File: config.mk
export PLATFORM = sky130hd
export DESIGN_NAME = software_timer_bank_top
export DESIGN_NICKNAME = d
export VERILOG_FILES = /design/src/hw/rtl/swtb_pkg.sv /design/src/hw/rtl/software_timer_bank_top.sv /design/src/hw/rtl/swtb_ctrl.sv /design/src/hw/rtl/swtb_datapath.sv
export SDC_FILE = /design/constraint.sdc
export NUM_CORES = 2
export LEC_CHECK = 0
export ABC_CLOCK_PERIOD_IN_PS = 12200
export BUFFER_PORTS_ARGS = -buffer_cell sky130_fd_sc_hd__buf_2
export CAP_MARGIN = 20
export CORE_ASPECT_RATIO = 1.75
export CORE_MARGIN = 1.5
export CORE_UTILIZATION = 51
export DETAILED_ROUTE_END_ITERATION = 7
export GPL_ROUTABILITY_DRIVEN = 0
export PLACE_DENSITY = 0.69
export SYNTH_ARGS = -nofsm -noshare
export SYNTH_HDL_FRONTEND = slang
export SYNTH_SLANG_ARGS = --single-unit
File: constraint.sdc
create_clock -name clock -period 12.2 [get_ports clock]
set_input_delay 3.66 -clock clock [delete_from_list [all_inputs] [get_ports clock]]
set_output_delay 3.66 -clock clock [all_outputs]
set_load 0.02 [all_outputs]
File: src/hw/rtl/swtb_pkg.sv
// Package for the software timer bank: request function codes, slot modes,
// controller states and the command/status structs between controller and datapath.
// No dependencies.
package swtb_pkg;

   localparam int unsigned FUNC_W = 2;
   localparam int unsigned SLOT_W = 4;
   localparam int unsigned DATA_W = 32;
   localparam int unsigned MODE_W = 2;

   localparam logic [FUNC_W-1:0] FUNC_SCHED_NSHOT = 2'd0;
   localparam logic [FUNC_W-1:0] FUNC_SCHED_CONT  = 2'd1;
   localparam logic [FUNC_W-1:0] FUNC_DESCHED     = 2'd2;
   localparam logic [FUNC_W-1:0] FUNC_TICK        = 2'd3;

   localparam logic [MODE_W-1:0] MODE_IDLE  = 2'd0;
   localparam logic [MODE_W-1:0] MODE_NSHOT = 2'd1;
   localparam logic [MODE_W-1:0] MODE_CONT  = 2'd2;

   typedef enum logic [1:0] {
      ST_IDLE,
      ST_SCAN,
      ST_FLUSH
   } state_type;

   // Controller to datapath.
   typedef struct packed {
      logic load_cmd;   // apply a schedule or deschedule request
      logic start_scan; // latch the tick time and read slot 0
      logic step;       // evaluate the current slot
      logic flush;      // deliver the final result of the tick
   } dp_cmd_type;

   // Datapath to controller.
   typedef struct packed {
      logic step_ok;    // the current slot can be retired this cycle
      logic last_slot;  // the scan pointer is at the final slot
      logic out_free;   // the result register can take a new transfer
   } dp_status_type;

endpackage

File: src/hw/rtl/software_timer_bank_top.sv
// Top level of the software timer bank: controller and datapath.
// Depends on swtb_pkg, swtb_ctrl and swtb_datapath.
//
//   Channel   Direction  Ports
//   req_*     in         valid/stall; func, slot, interval, shots, now_time
//   rsp_*     out        valid/stall; fired, fired_slot, finished, last
//
// A schedule or deschedule request is written into slot storage when it is accepted. A tick
// is accepted in ST_IDLE, which latches the tick time and reads slot 0; in ST_SCAN the shared
// compare unit steps through the slots, reading the next slot from storage while it evaluates
// the current one, and ST_FLUSH delivers the final result. Stall on rsp_ can hold both.
// Reset clears all slots to idle and the result register to empty.
module software_timer_bank_top #(
   parameter int unsigned NUM_SLOTS = 16
) (
   input  logic                          clock,
   input  logic                          reset,
   input  logic                          req_valid,
   output logic                          req_stall,
   input  logic [swtb_pkg::FUNC_W-1:0]   req_func,
   input  logic [swtb_pkg::SLOT_W-1:0]   req_slot,
   input  logic [swtb_pkg::DATA_W-1:0]   req_interval,
   input  logic [swtb_pkg::DATA_W-1:0]   req_shots,
   input  logic [swtb_pkg::DATA_W-1:0]   req_now_time,
   output logic                          rsp_valid,
   input  logic                          rsp_stall,
   output logic                          rsp_fired,
   output logic [swtb_pkg::SLOT_W-1:0]   rsp_fired_slot,
   output logic                          rsp_finished,
   output logic                          rsp_last
);

   swtb_pkg::dp_cmd_type    dp_cmd;
   swtb_pkg::dp_status_type dp_status;

   swtb_ctrl u_ctrl (
      .clock     (clock),
      .reset     (reset),
      .req_valid (req_valid),
      .req_func  (req_func),
      .req_stall (req_stall),
      .dp_cmd    (dp_cmd),
      .dp_status (dp_status)
   );

   swtb_datapath #(
      .NUM_SLOTS (NUM_SLOTS)
   ) u_datapath (
      .clock          (clock),
      .reset          (reset),
      .dp_cmd         (dp_cmd),
      .dp_status      (dp_status),
      .req_func       (req_func),
      .req_slot       (req_slot),
      .req_interval   (req_interval),
      .req_shots      (req_shots),
      .req_now_time   (req_now_time),
      .rsp_valid      (rsp_valid),
      .rsp_stall      (rsp_stall),
      .rsp_fired      (rsp_fired),
      .rsp_fired_slot (rsp_fired_slot),
      .rsp_finished   (rsp_finished),
      .rsp_last       (rsp_last)
   );

endmodule

File: src/hw/rtl/swtb_ctrl.sv
// Controller state machine of the software timer bank.
// Depends on swtb_pkg for the state type, function codes and command/status structs.
module swtb_ctrl (
   input  logic                          clock,
   input  logic                          reset,
   input  logic                          req_valid,
   input  logic [swtb_pkg::FUNC_W-1:0]   req_func,
   output logic                          req_stall,
   output swtb_pkg::dp_cmd_type          dp_cmd,
   input  swtb_pkg::dp_status_type       dp_status
);

   swtb_pkg::state_type state_ff;
   swtb_pkg::state_type state_in;

   always_ff @(posedge clock) begin
      if (reset) begin
         state_ff <= swtb_pkg::ST_IDLE;
      end else begin
         state_ff <= state_in;
      end
   end

   always_comb begin
      state_in = state_ff;
      unique case (state_ff)
         swtb_pkg::ST_IDLE: begin
            if (req_valid && (req_func == swtb_pkg::FUNC_TICK)) begin
               state_in = swtb_pkg::ST_SCAN;
            end
         end
         swtb_pkg::ST_SCAN: begin
            if (dp_status.step_ok && dp_status.last_slot) begin
               state_in = swtb_pkg::ST_FLUSH;
            end
         end
         swtb_pkg::ST_FLUSH: begin
            if (dp_status.out_free) begin
               state_in = swtb_pkg::ST_IDLE;
            end
         end
         default: state_in = swtb_pkg::ST_IDLE;
      endcase
   end

   always_comb begin
      req_stall = 1'b1;
      dp_cmd    = '0;
      unique case (state_ff)
         swtb_pkg::ST_IDLE: begin
            req_stall = 1'b0;
            if (req_valid) begin
               if (req_func == swtb_pkg::FUNC_TICK) begin
                  dp_cmd.start_scan = 1'b1;
               end else begin
                  dp_cmd.load_cmd = 1'b1;
               end
            end
         end
         swtb_pkg::ST_SCAN: begin
            dp_cmd.step = 1'b1;
         end
         swtb_pkg::ST_FLUSH: begin
            dp_cmd.flush = 1'b1;
         end
         default: begin
            req_stall = 1'b1;
         end
      endcase
   end

endmodule

File: src/hw/rtl/swtb_datapath.sv
// Datapath of the software timer bank: slot storage, expiry compare,
// one pending result and the result register.
// Depends on swtb_pkg for field widths, codes and command/status structs.
module swtb_datapath #(
   parameter int unsigned NUM_SLOTS = 16
) (
   input  logic                          clock,
   input  logic                          reset,
   input  swtb_pkg::dp_cmd_type          dp_cmd,
   output swtb_pkg::dp_status_type       dp_status,
   input  logic [swtb_pkg::FUNC_W-1:0]   req_func,
   input  logic [swtb_pkg::SLOT_W-1:0]   req_slot,
   input  logic [swtb_pkg::DATA_W-1:0]   req_interval,
   input  logic [swtb_pkg::DATA_W-1:0]   req_shots,
   input  logic [swtb_pkg::DATA_W-1:0]   req_now_time,
   output logic                          rsp_valid,
   input  logic                          rsp_stall,
   output logic                          rsp_fired,
   output logic [swtb_pkg::SLOT_W-1:0]   rsp_fired_slot,
   output logic                          rsp_finished,
   output logic                          rsp_last
);

   localparam int unsigned IDX_W = (NUM_SLOTS > 1) ? $clog2(NUM_SLOTS) : 1;
   localparam logic [IDX_W-1:0] LAST_IDX = IDX_W'(NUM_SLOTS - 1);

   // Slot storage. Mode is in resettable flops; the rest is plain memory.
   logic [swtb_pkg::MODE_W-1:0] mode_ff [NUM_SLOTS];
   logic [swtb_pkg::DATA_W-1:0] interval_mem [NUM_SLOTS];
   logic [swtb_pkg::DATA_W-1:0] start_mem [NUM_SLOTS];
   logic [swtb_pkg::DATA_W-1:0] remain_mem [NUM_SLOTS];

   logic [swtb_pkg::DATA_W-1:0] interval_rd_ff;
   logic [swtb_pkg::DATA_W-1:0] start_rd_ff;
   logic [swtb_pkg::DATA_W-1:0] remain_rd_ff;

   logic [IDX_W-1:0]             ptr_ff;
   logic [swtb_pkg::DATA_W-1:0]  now_ff;

   logic                         pend_valid_ff;
   logic [swtb_pkg::SLOT_W-1:0]  pend_slot_ff;
   logic                         pend_fin_ff;

   logic                         rsp_valid_ff;
   logic                         rsp_fired_ff;
   logic [swtb_pkg::SLOT_W-1:0]  rsp_fired_slot_ff;
   logic                         rsp_finished_ff;
   logic                         rsp_last_ff;

   logic                         slot_ok;
   logic [IDX_W-1:0]             cmd_idx;
   logic                         is_sched;
   logic [swtb_pkg::MODE_W-1:0]  cur_mode;
   logic [swtb_pkg::DATA_W-1:0]  elapsed;
   logic [swtb_pkg::DATA_W-1:0]  remain_dec;
   logic                         hit;
   logic                         is_cont;
   logic                         fin;
   logic                         out_free;
   logic                         step_ok;
   logic                         retire;
   logic                         last_slot;
   logic                         rd_en;
   logic [IDX_W-1:0]             rd_addr;
   logic                         out_from_step;
   logic                         out_from_flush;

   assign slot_ok  = int'(req_slot) < NUM_SLOTS;
   assign cmd_idx  = IDX_W'(req_slot);
   assign is_sched = (req_func == swtb_pkg::FUNC_SCHED_NSHOT) ||
                     (req_func == swtb_pkg::FUNC_SCHED_CONT);

   // The tick compare: wrapping elapsed time against the stored interval.
   assign cur_mode   = mode_ff[ptr_ff];
   assign elapsed    = now_ff - start_rd_ff;
   assign remain_dec = remain_rd_ff - 1'b1;
   assign hit        = (cur_mode != swtb_pkg::MODE_IDLE) && (elapsed >= interval_rd_ff);
   assign is_cont    = (cur_mode == swtb_pkg::MODE_CONT);
   assign fin        = !is_cont && (remain_dec == '0);

   assign out_free  = !rsp_valid_ff || !rsp_stall;
   assign last_slot = (ptr_ff == LAST_IDX);

   // A hit pushes the older pending result out, which needs a free result register.
   assign step_ok = !(hit && pend_valid_ff && !out_free);
   assign retire  = dp_cmd.step && step_ok;

   assign rd_en   = dp_cmd.start_scan || (retire && !last_slot);
   assign rd_addr = dp_cmd.start_scan ? '0 : ptr_ff + 1'b1;

   assign out_from_step  = retire && hit && pend_valid_ff;
   assign out_from_flush = dp_cmd.flush && out_free;

   assign dp_status.step_ok   = step_ok;
   assign dp_status.last_slot = last_slot;
   assign dp_status.out_free  = out_free;

   always_ff @(posedge clock) begin
      if (reset) begin
         for (int i = 0; i < NUM_SLOTS; i++) begin
            mode_ff[i] <= swtb_pkg::MODE_IDLE;
         end
      end else if (dp_cmd.load_cmd && slot_ok) begin
         priority case (req_func)
            swtb_pkg::FUNC_SCHED_NSHOT: mode_ff[cmd_idx] <= swtb_pkg::MODE_NSHOT;
            swtb_pkg::FUNC_SCHED_CONT:  mode_ff[cmd_idx] <= swtb_pkg::MODE_CONT;
            default:                    mode_ff[cmd_idx] <= swtb_pkg::MODE_IDLE;
         endcase
      end else if (retire && hit && fin) begin
         mode_ff[ptr_ff] <= swtb_pkg::MODE_IDLE;
      end
   end

   always_ff @(posedge clock) begin
      if (dp_cmd.load_cmd && slot_ok && is_sched) begin
         interval_mem[cmd_idx] <= req_interval;
         start_mem[cmd_idx]    <= req_now_time;
         if (req_func == swtb_pkg::FUNC_SCHED_NSHOT) begin
            remain_mem[cmd_idx] <= req_shots;
         end
      end else if (retire && hit) begin
         if (!fin) begin
            start_mem[ptr_ff] <= now_ff;
         end
         if (!is_cont) begin
            remain_mem[ptr_ff] <= remain_dec;
         end
      end
   end

   always_ff @(posedge clock) begin
      if (rd_en) begin
         interval_rd_ff <= interval_mem[rd_addr];
         start_rd_ff    <= start_mem[rd_addr];
         remain_rd_ff   <= remain_mem[rd_addr];
      end
   end

   always_ff @(posedge clock) begin
      if (dp_cmd.start_scan) begin
         ptr_ff <= '0;
         now_ff <= req_now_time;
      end else if (retire && !last_slot) begin
         ptr_ff <= ptr_ff + 1'b1;
      end
   end

   always_ff @(posedge clock) begin
      if (reset) begin
         pend_valid_ff <= 1'b0;
      end else if (dp_cmd.start_scan) begin
         pend_valid_ff <= 1'b0;
      end else if (retire && hit) begin
         pend_valid_ff <= 1'b1;
      end
   end

   always_ff @(posedge clock) begin
      if (retire && hit) begin
         pend_slot_ff <= swtb_pkg::SLOT_W'(ptr_ff);
         pend_fin_ff  <= fin;
      end
   end

   always_ff @(posedge clock) begin
      if (reset) begin
         rsp_valid_ff <= 1'b0;
      end else if (out_from_step || out_from_flush) begin
         rsp_valid_ff <= 1'b1;
      end else if (!rsp_stall) begin
         rsp_valid_ff <= 1'b0;
      end
   end

   // A result waits as pending until the next hit or the end of the scan,
   // which is when it is known whether it is the final one of the tick.
   always_ff @(posedge clock) begin
      if (out_from_step) begin
         rsp_fired_ff      <= 1'b1;
         rsp_fired_slot_ff <= pend_slot_ff;
         rsp_finished_ff   <= pend_fin_ff;
         rsp_last_ff       <= 1'b0;
      end else if (out_from_flush) begin
         rsp_fired_ff      <= pend_valid_ff;
         rsp_fired_slot_ff <= pend_valid_ff ? pend_slot_ff : '0;
         rsp_finished_ff   <= pend_valid_ff && pend_fin_ff;
         rsp_last_ff       <= 1'b1;
      end
   end

   assign rsp_valid      = rsp_valid_ff;
   assign rsp_fired      = rsp_fired_ff;
   assign rsp_fired_slot = rsp_fired_slot_ff;
   assign rsp_finished   = rsp_finished_ff;
   assign rsp_last       = rsp_last_ff;

endmodule
======== Word level (Yosys, flattened, before mapping) ========
Memory sizes are Yosys's and may differ from the RTL's. A register that Yosys moved wholly into a read port is not among the register bits.
Index checks and enable logic that the tools add are counted.
storage, ports and cells
  flip-flop bits (word level) ............. 52
  RAM bits ................................ 1568
  bits of input ports ..................... 106
  output and inout bits ................... 9
  logic and storage cells ................. 132
  memories ................................ 4
operators by class
  add/sub/neg operators ................... 3
  order comparisons ....................... 1
  eq/ne operators ......................... 10
  mux-type cells .......................... 65
  bitwise operators ....................... 2
  reduce and logical (&&, ||, !) cells .... 36
memories
  memory                   depth  width  rd ports  clocked after memory_dff  wr ports  RTL line             source
  u_datapath.interval_mem  16     32     1         1                         1         swtb_datapath.sv:29  logic [swtb_pkg::DATA_W-1:0] interval_mem [NUM_SLOTS];
  u_datapath.remain_mem    16     32     1         1                         1         swtb_datapath.sv:31  logic [swtb_pkg::DATA_W-1:0] remain_mem [NUM_SLOTS];
  u_datapath.start_mem     16     32     1         1                         1         swtb_datapath.sv:30  logic [swtb_pkg::DATA_W-1:0] start_mem [NUM_SLOTS];
  u_datapath.mode_ff       16     2      1         1                         16        swtb_datapath.sv:28  logic [swtb_pkg::MODE_W-1:0] mode_ff [NUM_SLOTS];
operator list
  kind                                                    count
  2-to-1 mux 32 bit                                       2
  OR reduction 32 bit                                     2
  2-to-1 mux 1 bit                                        43
  2-to-1 mux 4 bit                                        10
  greater-or-equal comparator 32 bit                      1
  zero test 32 bit                                        1
  subtractor 32 x 1 -> 32 bit (second input constant)     1
  subtractor 32 bit                                       1
  2-to-1 mux 2 bit                                        9
  logical AND 1 bit                                       14
  inequality test 2 x 1 -> 1 bit (second input constant)  4
  OR reduction 2 bit                                      4
  equality test 2 bit (second input constant)             3
  zero test 1 bit                                         6
  case mux 2 bit (3 select lines)                         1
  adder 4 x 1 -> 4 bit (second input constant)            1
  equality test 2 x 1 -> 1 bit (second input constant)    2
  equality test 4 bit (second input constant)             1
  zero test 2 bit                                         2
  logical OR 1 bit                                        4
  nonzero test 2 bit                                      2
  AND reduction 3 bit                                     1
  OR 1 bit                                                2

======== Depth between registers and ports, before layout ========
  word-level depth ........................ 15
  depth in mapped cells ................... 26
  gate-level depth less buffers ........... 23

======== Cells and area by module ========
From an unflattened synthesis, not the netlist that was laid out.
second synthesis, totals
  cell total of the unflattened synthesis .. 4466
  area total of the unflattened synthesis .. 71134.5 µm²
by module, submodules not included
  module         instances  cells each  area an instance (µm²)  sequential area each (µm²)
  swtb_datapath  1          4450        70995.6                 51469.4
  swtb_ctrl      1          16          138.9                   40.0

======== Least setup slack after synthesis ========
Ideal clock, no wire load.
  kind .................................... register to register
  start ................................... reg u_datapath.now_ff[1] (netlist bit)
  end ..................................... reg with a tool-made name
  setup time .............................. 444 ps
  arrival ................................. 11288 ps
  data required time ...................... 11756 ps
  path slack .............................. 467 ps
  stages on the path, launching flop included .. 20
  buffers on the path ..................... 0
  period minus slack after synthesis ...... 11733 ps
  cells stage by stage .................... edfxtp_1 ha_1 nor2b_1 o2111ai_1 nand3_1 a311o_1 nor4b_1 a21oi_1 a211oi_1 a21oi_1 xor2_1 ha_1 a21o_1 a21o_1 a221oi_1 o21ai_0 a21oi_1 a211oi_1 o21ai_0 a21oi_1
RTL lines
  element                   RTL line              source
  start: declaration        swtb_datapath.sv:38   logic [swtb_pkg::DATA_W-1:0] now_ff;
  start signal: assignment  swtb_datapath.sv:142  now_ff <= req_now_time;

======== Worst setup path in the final report ========
  start ................................... reg u_datapath.now_ff[0] (netlist bit)
  end ..................................... mem u_datapath.start_mem[5][21] (netlist bit) (enable)
on the way
  word-level cells in the longest chain between the ends .. 13
  elaborated cells on any way between the ends .. 14
  those cells by class .................... 1 x add/sub; 1 x order compare; 5 x mux; 7 x reduce/logical
RTL lines
  element                                                                RTL line              source
  subtractor 32 bit *                                                    swtb_datapath.sv:75   assign elapsed = now_ff - start_rd_ff;
  greater-or-equal comparator 32 bit *                                   swtb_datapath.sv:77   assign hit = (cur_mode != swtb_pkg::MODE_IDLE) && (elapsed >= interval_rd_ff);
  logical AND 1 bit *                                                    swtb_datapath.sv:77
  logical AND 1 bit (2 in a row)                                         swtb_datapath.sv:85   assign step_ok = !(hit && pend_valid_ff && !out_free);
  zero test 1 bit                                                        swtb_datapath.sv:85
  logical AND 1 bit                                                      swtb_datapath.sv:86   assign retire = dp_cmd.step && step_ok;
  logical AND 1 bit *                                                    swtb_datapath.sv:121  end else if (retire && hit) begin
  2-to-1 mux 1 bit *                                                     swtb_datapath.sv:121
  2-to-1 mux 1 bit *                                                     swtb_datapath.sv:115  if (dp_cmd.load_cmd && slot_ok && is_sched) begin
  2-to-1 mux 1 bit (not written as such) *                               swtb_datapath.sv:123  start_mem[ptr_ff] <= now_ff;
  OR reduction 32 bit (no source line)                                   n/a
  2-to-1 mux 4 bit (no source line) or 2-to-1 mux 1 bit (tied branches)  n/a
  end: declaration                                                       swtb_datapath.sv:30
Every way passes the cells marked *; elsewhere a longest branch is shown, timed or not.

==> impl_summary.txt <==
----------------------------------------------------
[Run status]
  Result of the run ... completed

[Min path]
  Hold Crit Class ... register to register
  Number of cells on the worst hold path ... 2
  Hold path startpoint ... u_datapath.rsp_fired
  Endpoint with the worst hold slack ... u_datapath.rsp_fired

[Timing]
  Post-Route Setup TNS ... 0 ns
  Total count of max-transition violations in the final report ... 0
  Final-report hold violation count ... 0
  Unrepaired setup endpoints after global routing ... false
  Min Tclk post-route ... 8.298 ns
  Period utilization ... 0.6801
  Slew Limit Headroom ... 0.1720
  Final setup slack of the worst path ... 3.902 ns
  Final worst hold slack ... 0.4498 ns
  Final setup violation count ... 0
  Tightest Pin Transition ... 1.242 ns
  Worst setup skew after layout ... 0.06082 ns
  Max Freq ... 120.5 MHz

[Cells and area]
  Area growth from synthesis to layout ... 10.84%
  Post-Layout Cell Count ... 7089
  Total number of nets in the final design ... 5290
  Most frequent cells in the layout ... edfxtp_1, nor2_1, nand2_1
  Layout Utilization ... 0.5688
  Most common cell after layout, fill and taps aside ... edfxtp_1
  Layout cells sized above 1 ... 0.1241
  Fill cell count ... 10660

[Place]
  Count of input and output buffers ... 114
  Cell total after placement ... 6790
  Post-detailed-placement half-perimeter wirelength ... 95.03 mm
  Setup slack after placement ... 3.896 ns

[Yosys]
  Number of distinct library cells after synthesis ... 76
  Seq cells post-synth ... 1720
  Number of warnings issued by yosys ... 0
  Most used flip-flop cell after synthesis ... edfxtp_1
  Seq/Total Area, Yosys ... 0.7144
  Syn_nets ... 5275
  Post-Syn Instances ... 5102
  Number of enable-type register cells in the synthesized netlist ... 1706
  Post-synth design cell area ... 72100 µm²
  Share of synthesized flip-flops with an asynchronous set or reset ... 0
  Avg Inst Size Synth ... 14.13 µm²

[Critical path]
  Kind of launch point of the worst setup path ... register
  Crit Path Max Fanout ... 32
  Crit Reg-Reg Endpoint ... u_datapath.start_mem[5][21]
  Data required time of the critical path ... 12.58 ns
  Arr. time, crit path ... 8.68 ns
  Category of the worst setup path capture point ... register
  Reg2reg setup slack ... 3.90 ns
  Reg2Reg Launch Point ... u_datapath.now_ff[0]
  Worst R2R Path Depth ... 26
  Kind of critical path ... register to register

[GRT]
  Largest net degree at the start of global routing ... 251
  Routing usage on met2 ... 0.4246
  GRT met1 Usage ... 0.3017
  Remaining Overflow, GRT ... 0
  Wire length of the first global-routing pass ... 263.3 mm
  Number of antenna violations at the first check in global routing ... 25
  Most Crowded Layer GR ... met2
  GRT Total Usage ... 0.2466
  Vias in the first global route ... 42590
  Met3 track utilization from global routing ... 0.04336

[Detailed routing]
  Routed Wire Length ... 176.9 mm
  Total iterations of the first detailed-routing run ... 7
  Remaining antenna violation count after routing ... 0
  Starting DRC count in detailed routing ... 4318
  Post-route DRC ... 0
  Total vias in the final route ... 43380
  Vias per cell ... 6.119
  DR WL/cell ... 24.96 µm

[Die]
  IO Pins ... 115
  Floorplan die width ... 287.2 µm
  Area enclosed by the die boundary ... 143700 µm²
  Starting density of the core ... 0.5131
  Standard-cell rows ... 182
  Placeable Area ... 140500 µm²
  Die Y-Extent ... 500.4 µm

[Clock tree]
  Clock latency on the worst-skew pair ... 0.80 ns
  Number of levels the H-tree was split into ... 4
  Maximum clock path buffer count ... 3
  Cell chosen for the clock root ... clkbuf_16
  Number of CTS-inserted buffers ... 152
  Clock-pin transition on the worst setup and hold timing paths ... 0.06 ns
  Cts repair resizes ... 0
  TritonCTS clock tree ... done
  Clk sink count ... 1720
  Post-CTS Setup Inserts ... 0
  Post-CTS Hold Fix Bufs ... 0

[Pwr]
  P_sw ... 4.942 mW
  Cell leakage power ... 25.48 nW
  Combinational fraction of design power ... 0.264
  Power density over the cells ... 199.9 nW/µm²
  Register share of total power ... 0.440
  Worst IR Drop VDD ... 0.1986 mV
  Internal Dissipation ... 11.03 mW
  Clock network fraction of total power ... 0.296
  Switching Share ... 0.3094

[Job]
  Max-cap violations ... 0

----------------------------------------------------
-- per-layer routing --
layer	part of all wire	wire length, µm
met3	0.065	11560
met4	0.046	8057
met2	0.51	90670
met5	0.0011	197
met1	0.38	66430
-- metrics by stage --
step                      power, mW  cell area, µm²
after floorplan               10.13           72100
after global placement        11.21           74890
after detailed placement      11.35           74900
after CTS                     16.02           79790
after global routing          16.64           79900
final                         15.97           79910
-- cell usage after synthesis, drive strengths merged (12+ instances only) --
library cell | n | area share
o21ai | 224 | 0.016
a21oi | 273 | 0.019
xor2 | 17 | 0.0021
clkbuf | 311 | 0.016
ha | 66 | 0.011
o22ai | 23 | 0.0020
buf | 41 | 0.0030
and2 | 203 | 0.018
mux2 | 38 | 0.0060
xnor2 | 42 | 0.0051
a21boi | 12 | 0.0012
nor2b | 16 | 0.0014
a21o | 18 | 0.0019
a211oi | 200 | 0.021
mux4 | 104 | 0.032
o311ai | 192 | 0.023
nand3 | 23 | 0.0018
nor3 | 42 | 0.0036
nor2 | 500 | 0.026
edfxtp | 1706 | 0.71
inv | 77 | 0.0040
a31oi | 200 | 0.017
dfxtp | 14 | 0.0039
nand2b | 204 | 0.018
nand2 | 448 | 0.023
nor4 | 14 | 0.0016
-- cells by family after synthesis --
family / Yosys count / share of synthesized area
multiplexers: 147 / 0.03917
XOR/XNOR: 59 / 0.007167
AO/OA/AOI/OAI: 1183 / 0.1060
buffers and inverters: 429 / 0.02317
AND/OR/NAND/NOR: 1497 / 0.09835
adder cells (fa/ha/maj): 67 / 0.01173
flip-flops: 1720 / 0.7144
-- worst max-delay path, cell delays in order (launching register included) --
cell       delay, ns
edfxtp_1        0.34
inv_1           0.05
ha_1            0.21
inv_1           0.07
fa_1            0.24
a211oi_1        0.11
o21ai_0         0.20
o211ai_1        0.23
a2111oi_0       0.70
buf_4           0.23
o2111ai_1       0.15
a31oi_1         0.23
o21ai_0         0.15
a21oi_1         0.23
xor2_1          0.29
ha_1            0.19
nand4_1         0.13
nor4_1          0.64
nand2_1         0.17
a311o_1         0.44
a211oi_2        0.25
buf_4           0.25
nor2b_4         0.70
buf_4           0.46
nand2_1         0.31
o22ai_4         0.18
buf_4           0.66
-- power by group through the flow --
stage,logic (mW),registers [mW],clock network [mW]
floorplan,3.08,7.05,0
global placement,4.07,7.14,0
detailed placement,4.21,7.14,0
CTS,4.22,7.02,4.77
global route,4.61,7.04,4.99
finish,4.22,7.02,4.73
-- worst max-delay path by stage --
stage | start | end | slack [ns] | depth (start not counted)
final | u_datapath.now_ff[0] | u_datapath.start_mem[5][21] | 3.90 | 26
after global routing | u_datapath.now_ff[0] | u_datapath.start_mem[4][21] | 3.56 | 26
after detailed placement | req_valid | u_datapath.remain_rd_ff[11] | 3.90 | 11
after global placement | req_valid | u_datapath.remain_rd_ff[13] | 3.97 | 11
after CTS | u_datapath.now_ff[0] | u_datapath.start_mem[7][22] | 4.04 | 26
after floorplan | u_datapath.now_ff[1] | register | 0.47 | 19
-- registers in the layout, indices dropped and copies added, names as in the netlist, named ones only --
name and cells:
u_datapath.ptr_ff 4, u_datapath.pend_fin_ff 1, u_datapath.rsp_fired_slot 4, u_datapath.rsp_last 1, u_datapath.rsp_valid 1, u_datapath.pend_slot_ff 4, u_datapath.mode_ff 32, u_datapath.rsp_fired 1
u_datapath.interval_rd_ff 32, u_datapath.interval_mem 512, u_datapath.pend_valid_ff 1, u_datapath.start_rd_ff 32, u_datapath.remain_rd_ff 32, u_ctrl.state_ff 2, u_datapath.remain_mem 512, u_datapath.rsp_finished 1
u_datapath.now_ff 32, u_datapath.start_mem 512
-- final cells by class --
class	count	area [µm²]	area share
inverter	77	296.5	0.003711
clock inverter	97	879.6	0.01101
tap	1840	2302	0.02881
timing repair buffer	213	1401	0.01754
sequential	1720	51510	0.6446
antenna	11	27.53	0.0003445
multi-input combinational	2953	19480	0.2438
clock buffer	178	4006	0.05013
Note: power is estimated with default switching activity, not from simulation.
